===== config.mk =====
export PLATFORM = sky130hd
export DESIGN_NAME = approximate_text_match_top
export DESIGN_NICKNAME = d
export VERILOG_FILES = /design/src/atm_pkg.sv /design/src/atm_front.sv /design/src/atm_queue.sv /design/src/atm_back.sv /design/src/approximate_text_match_top.sv
export VERILOG_INCLUDE_DIRS = /design/src /design/src/src
export SDC_FILE = /design/constraint.sdc
export NUM_CORES = 1
export LEC_CHECK = 0
export BUFFER_PORTS_ARGS = -buffer_cell sky130_fd_sc_hd__clkbuf_2
export CORE_AREA = 2 2 306 308
export DETAILED_ROUTE_END_ITERATION = 8
export DIE_AREA = 0 0 308 310
export GPL_ROUTABILITY_DRIVEN = 0
export GPL_TIMING_DRIVEN = 0
export PLACE_DENSITY_LB_ADDON = 0.2
export SLEW_MARGIN = 20
export SYNTH_ARGS = -nofsm -noshare
export SYNTH_HDL_FRONTEND = slang
export SYNTH_SLANG_ARGS = --single-unit

===== constraint.sdc =====
create_clock -name clk -period 3.3 [get_ports clk]
set_clock_uncertainty 0.15 [all_clocks]
set_input_delay 0.495 -clock clk [delete_from_list [all_inputs] [get_ports clk]]
set_output_delay 0.495 -clock clk [all_outputs]
set_load 0.005 [all_outputs]

===== src/approximate_text_match_top_macros.svh =====
// Assertion macros shared by the approximate text matcher modules
`ifndef APPROXIMATE_TEXT_MATCH_TOP_MACROS_SVH
`define APPROXIMATE_TEXT_MATCH_TOP_MACROS_SVH

// Check a property on every rising clock edge outside reset
`define ATM_ASSERT(label, prop, msg) \
    label: assert property (@(posedge clk) disable iff (!rst_n) prop) else $error(msg);

// Check that one condition implies another in the following cycle
`define ATM_ASSERT_NEXT(label, cond, expect_next, msg) \
    `ATM_ASSERT(label, (cond) |=> (expect_next), msg)

`endif


===== src/atm_pkg.sv =====
// Shared types, constants and functions of the approximate text matcher
package atm_pkg;

    localparam int PATTERN_MAX  = 31;
    localparam int ERROR_MAX    = 3;
    localparam int ROW_COUNT    = 4;
    localparam int QUEUE_DEPTH  = 4;
    localparam int LEN_W        = $clog2(PATTERN_MAX + 1);
    localparam int K_MAX        = (ERROR_MAX < 3) ? ERROR_MAX : 3;
    localparam int CFG_DATA_W   = 64;
    localparam int CFG_INDEX_W  = 3;
    localparam int PAT_REGS     = 4;
    localparam int PAT_BYTES    = PAT_REGS * CFG_DATA_W / 8;

    localparam logic [CFG_INDEX_W-1:0] CFG_PATTERN_A = 3'd0;
    localparam logic [CFG_INDEX_W-1:0] CFG_PATTERN_B = 3'd1;
    localparam logic [CFG_INDEX_W-1:0] CFG_PATTERN_C = 3'd2;
    localparam logic [CFG_INDEX_W-1:0] CFG_PATTERN_D = 3'd3;
    localparam logic [CFG_INDEX_W-1:0] CFG_LENGTH    = 3'd4;
    localparam logic [CFG_INDEX_W-1:0] CFG_ERR_LIMIT = 3'd5;

    typedef logic [PATTERN_MAX-1:0] row_t;

    // One classified text item as it travels through the queue
    typedef struct packed {
        row_t mvec;
        logic valid;
        logic last;
    } item_t;

    // Settings the back part needs for the hit test
    typedef struct packed {
        logic [LEN_W-1:0] len;
        logic [1:0]       k;
    } match_cfg_t;

    function automatic logic [7:0] fold_case(input logic [7:0] c);
        fold_case = ((c >= 8'h41) && (c <= 8'h5a)) ? (c + 8'h20) : c;
    endfunction

    // Row j after reset: all ones except the low j bits
    function automatic row_t init_row(input int j);
        init_row = row_t'({PATTERN_MAX{1'b1}} << j);
    endfunction

endpackage


===== src/atm_front.sv =====
// Front part: configuration registers and per-byte match vector classification
module atm_front
    import atm_pkg::*;
(
    input  logic                   clk,
    input  logic                   rst_n,
    input  logic                   cfg_we,
    input  logic [CFG_INDEX_W-1:0] cfg_index,
    input  logic [CFG_DATA_W-1:0]  cfg_data,
    input  logic                   in_valid,
    output logic                   in_ready,
    input  logic [7:0]             text_byte,
    input  logic                   byte_valid,
    input  logic                   record_end,
    input  logic                   q_full,
    output logic                   q_push,
    output item_t                  q_item,
    output match_cfg_t             mcfg
);

    logic [PAT_REGS-1:0][CFG_DATA_W-1:0] pattern_reg;
    logic [4:0]                          length_reg;
    logic [1:0]                          err_limit_reg;
    logic [PAT_BYTES*8-1:0]              pat_flat;
    logic [7:0]                          folded;
    row_t                                mvec;

    always_ff @(posedge clk or negedge rst_n)
    begin
        if (!rst_n)
        begin
            pattern_reg   <= '0;
            length_reg    <= 5'd1;
            err_limit_reg <= 2'd0;
        end
        else if (cfg_we)
        begin
            unique case (cfg_index)
                CFG_PATTERN_A: pattern_reg[0] <= cfg_data;
                CFG_PATTERN_B: pattern_reg[1] <= cfg_data;
                CFG_PATTERN_C: pattern_reg[2] <= cfg_data;
                CFG_PATTERN_D: pattern_reg[3] <= cfg_data;
                CFG_LENGTH:    length_reg     <= cfg_data[4:0];
                CFG_ERR_LIMIT: err_limit_reg  <= cfg_data[1:0];
                default:
                begin
                end
            endcase
        end
    end

    assign pat_flat = pattern_reg;

    // Saturate length and error limit to what the rows support
    always_comb
    begin
        mcfg.len = (int'(length_reg) > PATTERN_MAX) ? LEN_W'(PATTERN_MAX)
                                                    : LEN_W'(length_reg);
        mcfg.k   = (int'(err_limit_reg) > K_MAX) ? 2'(K_MAX) : err_limit_reg;
    end

    assign folded = fold_case(text_byte);

    // Clear bit i < len where pattern byte i equals the text byte, ignoring case
    for (genvar i = 0; i < PATTERN_MAX; i++)
    begin : g_cmp
        logic [7:0] pbyte;
        if (i < PAT_BYTES)
        begin : g_reg
            assign pbyte = pat_flat[i*8 +: 8];
        end
        else
        begin : g_zero
            assign pbyte = 8'h00;
        end
        assign mvec[i] = !((LEN_W'(i) < mcfg.len) && (fold_case(pbyte) == folded));
    end

    assign in_ready     = !q_full;
    // Drop items that carry neither a byte nor a record end
    assign q_push       = in_valid && in_ready && (byte_valid || record_end);
    assign q_item.mvec  = mvec;
    assign q_item.valid = byte_valid;
    assign q_item.last  = record_end;

endmodule


===== src/atm_queue.sv =====
// Short FIFO between the front and back parts
module atm_queue
    import atm_pkg::*;
(
    input  logic  clk,
    input  logic  rst_n,
    input  logic  push,
    input  item_t push_item,
    input  logic  pop,
    output item_t head,
    output logic  empty,
    output logic  full
);

`include "approximate_text_match_top_macros.svh"

    localparam int PTR_W = (QUEUE_DEPTH > 1) ? $clog2(QUEUE_DEPTH) : 1;
    localparam int CNT_W = $clog2(QUEUE_DEPTH + 1);

    item_t             entry_reg [QUEUE_DEPTH];
    logic [PTR_W-1:0]  wr_ptr_reg, wr_ptr_next;
    logic [PTR_W-1:0]  rd_ptr_reg, rd_ptr_next;
    logic [CNT_W-1:0]  count_reg, count_next;

    assign empty = (count_reg == '0);
    assign full  = (count_reg == CNT_W'(QUEUE_DEPTH));
    assign head  = entry_reg[rd_ptr_reg];

    always_comb
    begin
        wr_ptr_next = wr_ptr_reg;
        rd_ptr_next = rd_ptr_reg;
        count_next  = count_reg;
        if (push)
        begin
            wr_ptr_next = (wr_ptr_reg == PTR_W'(QUEUE_DEPTH - 1)) ? '0 : wr_ptr_reg + 1'b1;
        end
        if (pop)
        begin
            rd_ptr_next = (rd_ptr_reg == PTR_W'(QUEUE_DEPTH - 1)) ? '0 : rd_ptr_reg + 1'b1;
        end
        if (push && !pop)
        begin
            count_next = count_reg + 1'b1;
        end
        else if (pop && !push)
        begin
            count_next = count_reg - 1'b1;
        end
    end

    always_ff @(posedge clk or negedge rst_n)
    begin
        if (!rst_n)
        begin
            wr_ptr_reg <= '0;
            rd_ptr_reg <= '0;
            count_reg  <= '0;
        end
        else
        begin
            wr_ptr_reg <= wr_ptr_next;
            rd_ptr_reg <= rd_ptr_next;
            count_reg  <= count_next;
        end
    end

    always_ff @(posedge clk)
    begin
        if (push)
        begin
            entry_reg[wr_ptr_reg] <= push_item;
        end
    end

    `ATM_ASSERT(a_no_push_full, !(push && full), "push into a full queue")
    `ATM_ASSERT(a_no_pop_empty, !(pop && empty), "pop from an empty queue")
    `ATM_ASSERT_NEXT(a_count_up, push && !pop, count_reg == $past(count_reg) + 1'b1, "count did not advance")

endmodule


===== src/atm_back.sv =====
// Back part: bitap row update, sticky hit flag and result register
module atm_back
    import atm_pkg::*;
(
    input  logic       clk,
    input  logic       rst_n,
    input  match_cfg_t mcfg,
    input  logic       q_empty,
    input  item_t      q_head,
    output logic       q_pop,
    output logic       out_valid,
    input  logic       out_ready,
    output logic       matched
);

`include "approximate_text_match_top_macros.svh"

    row_t rows_reg  [ROW_COUNT];
    row_t rows_next [ROW_COUNT];
    row_t upd       [ROW_COUNT];
    logic found_reg, found_next;
    logic out_valid_reg, out_valid_next;
    logic matched_reg, matched_next;
    row_t acc;
    logic hit;

    // Hold a record end while the result register is still occupied
    assign q_pop = !q_empty && (!q_head.last || !out_valid_reg || out_ready);

    always_comb
    begin
        upd[0] = (rows_reg[0] << 1) | q_head.mvec;
        for (int j = 1; j < ROW_COUNT; j++)
        begin
            upd[j] = ((rows_reg[j] << 1) | q_head.mvec)
                   & ((rows_reg[j-1] & upd[j-1]) << 1)
                   & rows_reg[j-1];
        end
    end

    always_comb
    begin
        acc = upd[0];
        for (int j = 1; j < ROW_COUNT; j++)
        begin
            if (int'(mcfg.k) >= j)
            begin
                acc = acc & upd[j];
            end
        end
        hit = 1'b0;
        for (int i = 0; i < PATTERN_MAX; i++)
        begin
            if ((mcfg.len == LEN_W'(i + 1)) && !acc[i])
            begin
                hit = 1'b1;
            end
        end
    end

    always_comb
    begin
        for (int j = 0; j < ROW_COUNT; j++)
        begin
            rows_next[j] = rows_reg[j];
        end
        found_next     = found_reg;
        out_valid_next = out_valid_reg && !out_ready;
        matched_next   = matched_reg;
        if (q_pop)
        begin
            if (q_head.valid)
            begin
                for (int j = 0; j < ROW_COUNT; j++)
                begin
                    rows_next[j] = upd[j];
                end
                found_next = found_reg || hit;
            end
            if (q_head.last)
            begin
                out_valid_next = 1'b1;
                matched_next   = q_head.valid ? (found_reg || hit) : found_reg;
                for (int j = 0; j < ROW_COUNT; j++)
                begin
                    rows_next[j] = init_row(j);
                end
                found_next = 1'b0;
            end
        end
    end

    always_ff @(posedge clk or negedge rst_n)
    begin
        if (!rst_n)
        begin
            for (int j = 0; j < ROW_COUNT; j++)
            begin
                rows_reg[j] <= init_row(j);
            end
            found_reg     <= 1'b0;
            out_valid_reg <= 1'b0;
        end
        else
        begin
            for (int j = 0; j < ROW_COUNT; j++)
            begin
                rows_reg[j] <= rows_next[j];
            end
            found_reg     <= found_next;
            out_valid_reg <= out_valid_next;
        end
    end

    always_ff @(posedge clk)
    begin
        matched_reg <= matched_next;
    end

    assign out_valid = out_valid_reg;
    assign matched   = matched_reg;

    `ATM_ASSERT_NEXT(a_rows_reinit, q_pop && q_head.last, (rows_reg[0] == init_row(0)) && !found_reg, "rows not reinitialized after record end")
    `ATM_ASSERT_NEXT(a_result_loaded, q_pop && q_head.last, out_valid_reg, "record end gave no result")
    `ATM_ASSERT(a_no_overwrite, !(q_pop && q_head.last && out_valid_reg && !out_ready), "result overwritten while stalled")

endmodule


===== src/approximate_text_match_top.sv =====
// Top level of the approximate text matcher: front, queue and back parts
// Usage:
//   Text bytes enter on the in_valid / in_ready channel, one transfer per byte,
//   with record_end on the last byte of a record. An empty record is one
//   transfer with byte_valid low and record_end high.
//   Each record gives one result transfer on out_valid / out_ready: matched is
//   high if the pattern occurs in the record within error_limit edits
//   (substitution, insertion or deletion), letters compared without case.
//   A record's last byte is written into the queue when it is taken; the row
//   update and result load follow when the back part pops it from the queue.
//   Throughput: one byte per cycle while in_ready is high; the four bitap rows
//   update together in the back part, and the front compares the byte against
//   all pattern bytes in parallel.
//   When the receiver stalls, the result register holds the result and the
//   back part keeps consuming bytes of the next record; only the next record
//   end waits. The queue then fills and in_ready drops.
//   Reset clears the queue, the rows, the hit flag and the configuration
//   (pattern zero, length one, error limit zero). Write configuration through
//   cfg_we / cfg_index / cfg_data only while no record is in flight.
module approximate_text_match_top
    import atm_pkg::*;
(
    input  logic                   clk,
    input  logic                   rst_n,
    input  logic                   cfg_we,
    input  logic [CFG_INDEX_W-1:0] cfg_index,
    input  logic [CFG_DATA_W-1:0]  cfg_data,
    input  logic                   in_valid,
    output logic                   in_ready,
    input  logic [7:0]             text_byte,
    input  logic                   byte_valid,
    input  logic                   record_end,
    output logic                   out_valid,
    input  logic                   out_ready,
    output logic                   matched
);

    item_t      push_item;
    item_t      head;
    match_cfg_t mcfg;
    logic       push, pop, q_empty, q_full;

    atm_front u_front (
        .clk        (clk),
        .rst_n      (rst_n),
        .cfg_we     (cfg_we),
        .cfg_index  (cfg_index),
        .cfg_data   (cfg_data),
        .in_valid   (in_valid),
        .in_ready   (in_ready),
        .text_byte  (text_byte),
        .byte_valid (byte_valid),
        .record_end (record_end),
        .q_full     (q_full),
        .q_push     (push),
        .q_item     (push_item),
        .mcfg       (mcfg)
    );

    atm_queue u_queue (
        .clk       (clk),
        .rst_n     (rst_n),
        .push      (push),
        .push_item (push_item),
        .pop       (pop),
        .head      (head),
        .empty     (q_empty),
        .full      (q_full)
    );

    atm_back u_back (
        .clk       (clk),
        .rst_n     (rst_n),
        .mcfg      (mcfg),
        .q_empty   (q_empty),
        .q_head    (head),
        .q_pop     (pop),
        .out_valid (out_valid),
        .out_ready (out_ready),
        .matched   (matched)
    );

endmodule

Word level (Yosys, flattened, before mapping)

Memory sizes are Yosys's and may differ from the RTL's.
Index checks and enable logic that the tools add are counted.

Add/subtract/negate cells: 36
$lt $le $gt $ge: 98
Equality and inequality tests: 70
Multiplexer cells: 78
Bitwise gates (word level): 16
Reductions and logical operators: 185

Operators by type and width:

| operator                                                                          | number |
|---|---|
| 31-bit bitwise AND                                                                | 9 |
| 8-bit by 6-bit adder with 8-bit output (second input constant)                    | 32 |
| 8-bit by 7-bit >= comparator with 1-bit output (second input constant)            | 32 |
| 8-bit by 7-bit less-or-equal comparator with 1-bit output (second input constant) | 32 |
| 8-bit 2-to-1 mux                                                                  | 32 |
| 8-bit equality test                                                               | 31 |
| 124-bit 2-to-1 mux                                                                | 2 |
| 31-bit OR                                                                         | 4 |
| 1-bit logical AND                                                                 | 100 |
| 31-bit 2-to-1 mux                                                                 | 3 |
| 30-bit bitwise AND                                                                | 3 |
| 5-bit equality test (second input constant)                                       | 16 |
| 5-bit less-than comparator (first input constant)                                 | 15 |
| 1-bit logical NOT                                                                 | 69 |
| 5-bit by 4-bit equality test with 1-bit output (second input constant)            | 8 |
| 4-bit by 5-bit less-than comparator with 1-bit output (first input constant)      | 8 |
| 1-bit 2-to-1 mux                                                                  | 37 |
| 5-bit by 3-bit equality test with 1-bit output (second input constant)            | 4 |
| 3-bit by 5-bit less-than comparator with 1-bit output (first input constant)      | 4 |
| 2-bit AND reduction                                                               | 8 |
| 5-bit by 2-bit equality test with 1-bit output (second input constant)            | 2 |
| 1-bit by 5-bit less-than comparator with 1-bit output (first input constant)      | 2 |
| 2-bit by 5-bit less-than comparator with 1-bit output (first input constant)      | 2 |
| 3-bit equality test (second input constant)                                       | 3 |
| other kinds (14)                                                                  | 25 |

Flip-flop bits (word level): 388
Bits in writable memories: 132
Input port bits: 82
Output and inout bits: 3
Word-level logic and storage cells: 500
Memories: 1

Memory list:

| memory            | depth | bits a word | read ports | clocked after memory_dff | wr ports | RTL line        | text |
|---|---|---|---|---|---|---|---|
| u_queue.entry_reg | 4     | 33          | 1          | 0                        | 1        | atm_queue.sv:20 | `item_t entry_reg [QUEUE_DEPTH];` |

Longest topological paths before layout

Gate-level depths: netlist (run 1).
An unclocked memory read counts as a cell.

Word-level depth: 49
Mapped depth: 13
Mapped depth without buffers: 9

Modules after synthesis

Synthesis (run 1) repeated with hierarchy kept, for this count alone.

Cells, all modules: 2384
Area total of the unflattened synthesis: 27081.0 um^2

By module, submodules not included:

| module    | times used | cells an instance | area each (um^2) | sequential area each (um^2) |
|---|---|---|---|---|
| atm_front | 1          | 1393              | 14920.6          | 6382.4 |
| atm_back  | 1          | 781               | 6930.4           | 3154.3 |
| atm_queue | 1          | 210               | 5230.0           | 4139.0 |

Least setup slack after synthesis (run 1)

OpenSTA, ideal clock, no wires.

Path kind: reg2reg
From: reg u_queue.rd_ptr_reg[0]
To: reg u_back.matched_reg (netlist: u_back.matched), data pin
Library setup time: 0.270 ns
Arrival: 2.626 ns
Data required time: 2.880 ns
Setup slack: 0.254 ns
Cell stages (with the launch flop): 13
Buffers on the path: 4
Period minus slack after synthesis: 3.046 ns
Cells stage by stage: dfrtp_1 buf_6 buf_12 buf_12 buf_12 mux2i_1 a22oi_4 o2111ai_4 o211a_1 a2111oi_4 nand4b_2 a2111oi_4 a31oi_1

Word-level cells in the longest chain between the ends: 45
Elaborated cells on any way between the ends: 115
Classes of those cells: 35 x mux; 16 x bitwise; 63 x reduce/logical; 1 x memory

RTL lines:

| what                                                     | RTL line                       | text |
|---|---|---|
| start: declaration                                       | atm_queue.sv:22                | `logic [PTR_W-1:0] rd_ptr_reg, rd_ptr_next;` |
| start signal: assignment                                 | atm_queue.sv:63                | `rd_ptr_reg <= rd_ptr_next;` |
| memory read 4 x 33 bit *                                 | --                             |  |
| 31-bit OR, on equally long branches                      | atm_back.sv:35, atm_back.sv:32 |  |
| 31-bit bitwise AND or 30-bit bitwise AND (tied branches) | atm_back.sv:36                 | `& ((rows_reg[j-1] & upd[j-1]) << 1)` |
| 31-bit bitwise AND, on equally long branches             | atm_back.sv:37, atm_back.sv:36 |  |
| 31-bit bitwise AND (tied with other cells)               | atm_back.sv:48                 | `acc = acc & upd[j];` |
| 31-bit 2-to-1 mux (tied with other cells)                | atm_back.sv:46                 | `if (int'(mcfg.k) >= j)` |
| 31-bit bitwise AND (tied with other cells)               | atm_back.sv:48                 |  |
| 31-bit 2-to-1 mux (tied with other cells)                | atm_back.sv:46                 |  |
| 31-bit bitwise AND (tied with other cells)               | atm_back.sv:48                 |  |
| 31-bit 2-to-1 mux (tied with other cells)                | atm_back.sv:46                 |  |
| 1-bit logical NOT (tied with other cells)                | atm_back.sv:54                 | `if ((mcfg.len == LEN_W'(i + 1)) && !acc[i])` |
| 1-bit logical AND (tied with other cells)                | atm_back.sv:54                 |  |
| 1-bit 2-to-1 mux (tied with other cells) (2 in a row)    | atm_back.sv:54                 |  |
| 1-bit 2-to-1 mux or 1-bit logical AND (tied branches)    | atm_back.sv:54                 |  |
| 1-bit 2-to-1 mux (28 in a row)                           | atm_back.sv:54                 |  |
| 1-bit logical OR                                         | atm_back.sv:83                 | `matched_next = q_head.valid ? (found_reg \|\| hit) : found_reg;` |
| 1-bit 2-to-1 mux *                                       | atm_back.sv:83                 |  |
| end signal: assignment                                   | atm_back.sv:117                | `matched_reg <= matched_next;` |
| end: declaration                                         | atm_back.sv:23                 | `logic matched_reg, matched_next;` |

Every way passes the cells marked *; elsewhere a longest branch is shown, timed or not.
A chain may end at the register's enable or synchronous reset.

Worst setup path in the final report (run 1)

Ends and elaborated chain as after synthesis.

==> metrics.txt, run 1 <==
Cell Pwr Density=676 mW/mm^2; RSZ-0062 raised after global routing=true; Routed WL=95.4 mm; Synth top cells by count=dfrtp_1, mux2_2, nor2_1; Layout fillers=9,096; min Tclk post-route=3.63 ns; most numerous cell in the Yosys netlist=dfrtp_1; Clk pwr share=30.9%; Worst Max-Slew Pin Slew=1.04 ns; largest net degree at the start of global routing=91; TritonCTS clock tree=built; worst reg2reg setup slack=-0.33 ns; Period Utilization, post-route=110%; Post-synth EDFFs=133; gr ovfl total=0; CTS max path bufs=3; Seq/Total Area, Yosys=49.7%; post-place setup slack=-1.32 ns; First-pass DRT Iterations=5; Net Sw Power=7.91 mW; hpwl dp=70.5 mm; Syn Area/Cell=11.8 um^2; Slew HR=30.7%; full die area=0.0955 mm^2; total CTS buffers=61; DR vias=20,700; DR DRC count=0; max incr delay on CP=0.43 ns; Synth Flop Type=dfrtp_1; clk sinks=514; worst setup margin=-0.334 ns; first-pass GRT wire length=140 mm; Total GRT Usage=19.8%; Net Count, Synth=2,453; htree depth=2; # IOs=85; Ys Warns=0; Reg clk slew, reported paths=0.06 ns; hold path depth=2; final setup fails=2; number of flip-flops in the largest register=248; Highest Clock Rate=0.275 GHz; Syn Inst Count=2,332; 1st-iter DRT viols=1,667; internal power=14.3 mW; number of max-cap violations=0; CP max FO=8; Seq pwr share=37.7%; multi-input logic area=0.0134 mm^2; crit path max-delay cell type=mux4_2; critical path class=flip-flop to flip-flop; post-synthesis async set-or-reset flop share=74.1%; CP cell instances=buf_12 -> buf_12 -> buf_12 -> mux4_2 -> o211ai_1 -> buf_4 -> nor3_4 -> nor3_2 -> a221o_1 -> a2111o_1 -> nor4_2 -> buf_4 -> a31oi_1; cell mode on critical path=buf_12; CP Data Required Time=3.54 ns; Initial Utilization=29.7%; core area=0.0925 mm^2; status=finished with violations; FF+latch area=0.0137 mm^2; Worst EP arrival=3.87 ns; Setup crit start kind=flip-flop; area fraction of the dominant cell type after synthesis=23.9%; Final Max Tran Viols=0; crit path capture type=flip-flop; port bufs=79; Routed Antenna Nets=0; switching share of power=35.6%; Comb power frac=31.4%; failing checks=setup timing; vias in the first global route=20,700; per-cell routed wire length=25.0 um; Die H=310 um; hold crit path type=primary input to flip-flop; FF+latch count, synth=514; # rows=112; area delta synth->final=19.4%; Via density=5.43; area leader, netlist=dfrtp_1; Post-Syn Area=0.0275 mm^2; clk_lat worst skew=0.67 ns; top cells by area, synth=dfrtp_1, edfxtp_1, dfstp_2, mux2_2, xnor2_1; R2R depth=13; Fin. Hold Viols=0; CTS root buf=clkbuf_16; VDD IR max=0.000450 V; Die Width=308 um; setup TNS=-0.534 ns; Unique masters post-synth=97; layout net count=2,676; antenna violations before repair=7; share of layout cells above drive strength 1=30.2%; P_leak=12.1 nW
[layout by cell type (no fill, tap or decap), types with 16 or more instances in the layout]
cell	Yosys	layout
buf_4	1	43
nand4_1	36	36
a21o_1	34	34
inv_1	45	45
mux4_2	11	22
dlygate4sd3_1	0	34
mux2i_1	35	35
clkinv_2	0	16
nor2_1	232	227
nand2_1	54	54
o211ai_1	43	43
nor4_1	40	29
xor2_1	76	76
o22a_1	50	50
a21oi_1	108	108
o311ai_0	35	33
clkbuf_1	63	54
nand3_1	40	38
dfstp_2	118	118
mux2_2	258	258
clkbuf_2	0	95
o21ai_0	55	54
or3_1	42	39
ha_1	38	38
edfxtp_1	133	133
nor2b_1	18	18
dfrtp_1	263	262
nor3_1	32	22
buf_2	17	23
xnor2_1	175	175
a31oi_1	41	41
clkbuf_16	0	61
[per-layer routing]
metal  global-route usage [%]  share of wire [%]  vias up
li1                         -                  -     9199
met1                     25.5                 42    10600
met2                     33.9                 48      674
met3                     2.72                5.2      223
met4                     7.32                3.9       12
met5                        0              0.077        -
[power by group through the flow]
stage / logic [mW] / registers, mW / clock network (mW)
final: 6.96 / 8.38 / 6.87
after global routing: 7.44 / 8.50 / 7.27
after CTS: 6.94 / 8.36 / 7.02
after detailed placement: 6.54 / 8.46 / 0
after global placement: 6.38 / 8.43 / 0
after floorplan: 4.28 / 8.20 / 0
[worst max-delay path: cells and delay by family (launching register included)]
family | cells | cell delay [ns]
DFF | 1 | 0.41
and+or+nand+nor | 3 | 0.56
buffers and inverters | 5 | 0.83
AOI/OAI and AO/OA | 4 | 0.97
muxes | 1 | 0.43
[layout make-up]
| type | instances | area share (%) |
|---|---|---|
| Clock buffer | 79 | 5.10 |
| Multi-Input combinational cell | 1655 | 40.9 |
| Clock inverter | 37 | 1.14 |
| Timing Repair Buffer | 161 | 3.88 |
| Inverter | 46 | 0.526 |
| Buffer | 116 | 2.26 |
| Antenna cell | 2 | 0.0152 |
| Tap cell | 1197 | 4.56 |
| Sequential cell | 514 | 41.6 |
[cells by family (layout without fill, tap and decap cells)]
| group | count (synthesis) | count (layout) | synth area share [%] |
|---|---|---|---|
| AO/OA/AOI/OAI | 475 | 475 | 12.5 |
| multiplexers | 325 | 325 | 14.7 |
| buffers and inverters | 163 | 439 | 2.91 |
| adder cells (fa/ha/maj) | 39 | 39 | 1.80 |
| AND/OR/NAND/NOR | 565 | 565 | 10.4 |
| flip-flops | 514 | 514 | 49.7 |
| XOR/XNOR | 251 | 251 | 7.99 |
| other | 0 | 2 | 0 |
[per-stage QoR]
step                hold slack, ns  instance area [um^2]  total power [mW]  std cells  util, %
global placement             0.340                 29400              14.8       3608     31.8
CTS                       0.000397                 32700              22.3       3797     35.3
global route               0.00788                 32800              23.2       3805     35.5
finish                      0.0177                 32900              22.2       3807     35.5
detailed placement           0.341                 29700              15.0       3621     32.1
floorplan                   0.0494                 27500              12.5       2332        -
[what timing repair did]
action	CTS	global route
endpoints found under the setup margin	230	119
resized for setup	108	37
cloned	1	0
hold endpoints to repair	132	0
hold buffers	34	0
buffers inserted	26	8
pin swaps	26	15
[path summary, 6_finish.rpt]
check | start | end
max reg2reg | u_queue.rd_ptr_reg[0]$_DFFE_PN0P_ | u_back.matched$_DFFE_PP_
max in group asynchronous | rst_n | u_front.g_cmp[27].pbyte[2]$_DFFE_PN0P_
min | cfg_data[30] | u_front.g_cmp[11].pbyte[6]$_DFFE_PN0P_
min in group asynchronous | rst_n | u_back.found_reg$_DFFE_PN0P_
max | u_queue.rd_ptr_reg[0]$_DFFE_PN0P_ | u_back.matched$_DFFE_PP_
min reg2reg | u_back.rows_reg[29]$_DFFE_PN1P_ | u_back.rows_reg[29]$_DFFE_PN1P_
Note: power is estimated with default switching activity, not from simulation.
==> inputs of run 2 (changes only) <==
CTS_BUF_LIST = sky130_fd_sc_hd__clkbuf_4 sky130_fd_sc_hd__clkbuf_8   (was default)
==> metrics.txt, run 2 (synthesis gave the netlist of run 1 again) <==
vias in the first global route=21,100 (+2.0%); Slew HR=26.7% (-4.0 points); Final Max Tran Viols=0 (unchanged); setup TNS=-0.430 ns (+0.104 ns); critical path class=flip-flop to flip-flop; port bufs=79 (unchanged); RSZ-0062 raised after global routing=true; Routed WL=96.8 mm (+1.5%); failing checks=setup timing; DR vias=21,000 (+1.3%); fin util=36.1% (+0.56 points); CTS max path bufs=3 (unchanged); Total GRT Usage=20.1% (+0.34 points); 1st-iter DRT viols=1,527 (-8.4%); crit path capture type=flip-flop; core area=0.0925 mm^2 (unchanged); total CTS buffers=95 (+56%); status=finished with violations; CTS root buf=clkbuf_8; Cell Pwr Density=664 mW/mm^2 (-1.8%); gr ovfl total=0 (unchanged); clk_lat worst skew=0.73 ns (+0.06 ns); final setup fails=2 (unchanged); cell mode on critical path=buf_12; hold crit path type=primary input to flip-flop; Period Utilization, post-route=109% (-1.6 points); Layout fillers=9,128 (+0.35%); multi-input logic area=0.0135 mm^2 (+0.60%); Setup crit start kind=flip-flop; First-pass DRT Iterations=7 (+2); largest net degree at the start of global routing=91 (unchanged); Highest Clock Rate=0.279 GHz (+1.5%); htree depth=3 (+1); antenna violations before repair=4 (-3); clk sinks=514 (unchanged); min Tclk post-route=3.58 ns (-0.0532 ns); FF+latch area=0.0137 mm^2 (unchanged); layout net count=2,750 (+2.8%); cell area after placement=0.0297 mm^2 (unchanged); TritonCTS clock tree=built; most frequent cells in the layout=dfrtp_1, mux2_2, nor2_1; Die Width=308 um (unchanged); worst reg2reg setup slack=-0.28 ns (+0.05 ns); crit path max-delay cell type=a2111oi_4; Worst EP arrival=3.88 ns (about the same); hpwl dp=70.5 mm (unchanged); Initial Utilization=29.7% (unchanged); P_leak=12.4 nW (+2.6%); Routed Antenna Nets=0 (unchanged); Die H=310 um (unchanged); number of flip-flops in the largest register=248 (unchanged); Total Power=22.2 mW (-0.23%); final non-filler cell total=3,909 (+2.7%); first-pass GRT wire length=142 mm (+1.3%); area delta synth->final=21.3%; CP Data Required Time=3.60 ns (+0.06 ns); commonest non-fill, non-tap cell in the layout=dfrtp_1; DR DRC count=0 (unchanged); Fin. Hold Viols=0 (unchanged); # rows=112 (unchanged); worst setup margin=-0.281 ns (+0.0532 ns); design area=0.0334 mm^2 (+1.6%); full die area=0.0955 mm^2 (unchanged); per-cell routed wire length=24.8 um (-1.1%); share of layout cells above drive strength 1=32.7% (+2.5 points); CP max FO=10 (+2); number of max-cap violations=0 (unchanged); Reg clk slew, reported paths=0.07 ns (about the same); Worst Max-Slew Pin Slew=1.10 ns (+0.0588 ns); CP cell instances=buf_12 -> buf_12 -> buf_12 -> buf_12 -> mux2i_1 -> a22o_2 -> nor4_4 -> nor3_2 -> a2111oi_4 -> nand4b_2 -> a2111oi_4 -> a31oi_1; max incr delay on CP=0.49 ns (+0.06 ns); dpl cells=3,621 (unchanged); # IOs=85 (unchanged); Via density=5.36 (-1.3%); VDD IR max=0.000292 V (-35%)
run 2: cell count changes in the layout (fill, tap and decap cells not counted), moves of 6 or more:
cell           previous run  this run
clkbuf_8                 12       114
clkbuf_16                61         1
clkbuf_4                  4        40
dlygate4sd3_1            34        66
clkbuf_1                 54        41
buf_4                    43        50
clkinv_1                  7        14
clkinv_2                 16         9
mux4_1                   10         4
mux4_2                   22        28
run 2: worst paths after layout:
kind / from / to / cells past startpoint
worst min-delay path: cfg_index[0] / u_front.err_limit_reg[1]$_DFFE_PN0P_ / 3
worst max-delay path: u_queue.rd_ptr_reg[0]$_DFFE_PN0P_ / u_back.matched$_DFFE_PP_ / 12
worst max register to register: u_queue.rd_ptr_reg[0]$_DFFE_PN0P_ / u_back.matched$_DFFE_PP_ / 12
max in group asynchronous: rst_n / u_front.g_cmp[21].pbyte[5]$_DFFE_PN0P_ / 4
min in group asynchronous: rst_n / u_back.found_reg$_DFFE_PN0P_ / 2
worst min register to register: u_back.rows_reg[29]$_DFFE_PN1P_ / u_back.rows_reg[29]$_DFFE_PN1P_ / 2
run 2: power breakdown:
group | internal, mW | total [mW] | switching (mW)
clock | 3.70 | 6.56 | 2.86
combinational | 3.01 | 7.20 | 4.19
sequential | 7.47 | 8.39 | 0.913
total | 14.2 | 22.2 | 7.96
run 2: layer usage:
metal / share of wire (%) / track usage (%)
met1: 42 / 25.6
met2: 48 / 34.2
met3: 5.3 / 3.05
met4: 4.4 / 8.36
met5: 0.0052 / 0
run 2: timing repair:
| item | in CTS | in global routing |
|---|---|---|
| setup endpoints to repair | 230 | 56 |
| hold endpoints to repair | 299 | 0 |
| hold buffers | 66 | 0 |
| resized for setup | 133 | 50 |
| pin swaps | 24 | 29 |
| cloned | 2 | 1 |
| buffers inserted | 30 | 11 |
run 2: through the flow:
step	setup WS, ns	hold slack (ns)
2_1_floorplan	0.254	0.0494
3_3_place_gp	-7.15	0.340
3_5_place_dp	-1.32	0.341
4_1_cts	-0.267	0.0977
5_1_grt	-0.340	0.139
6_report	-0.281	0.153
run 2: area by class of cell:
class                           count  share of cell area, %
Multi-Input combinational cell   1655                   40.5
Sequential cell                   514                   41.0
Timing Repair Buffer              203                   5.17
Antenna cell                        3                 0.0225
Tap cell                         1197                   4.49
Buffer                            114                   2.25
Clock inverter                     29                  0.686
Clock buffer                      148                   5.39
Inverter                           46                  0.517
run 2: worst max-delay path, delay by kind of cell, from the launching register on:
family	cells	cell delay, ns
buf+inv	4	0.61
flops	1	0.42
mux	1	0.13
simple gates	3	0.67
compound gates	4	1.31
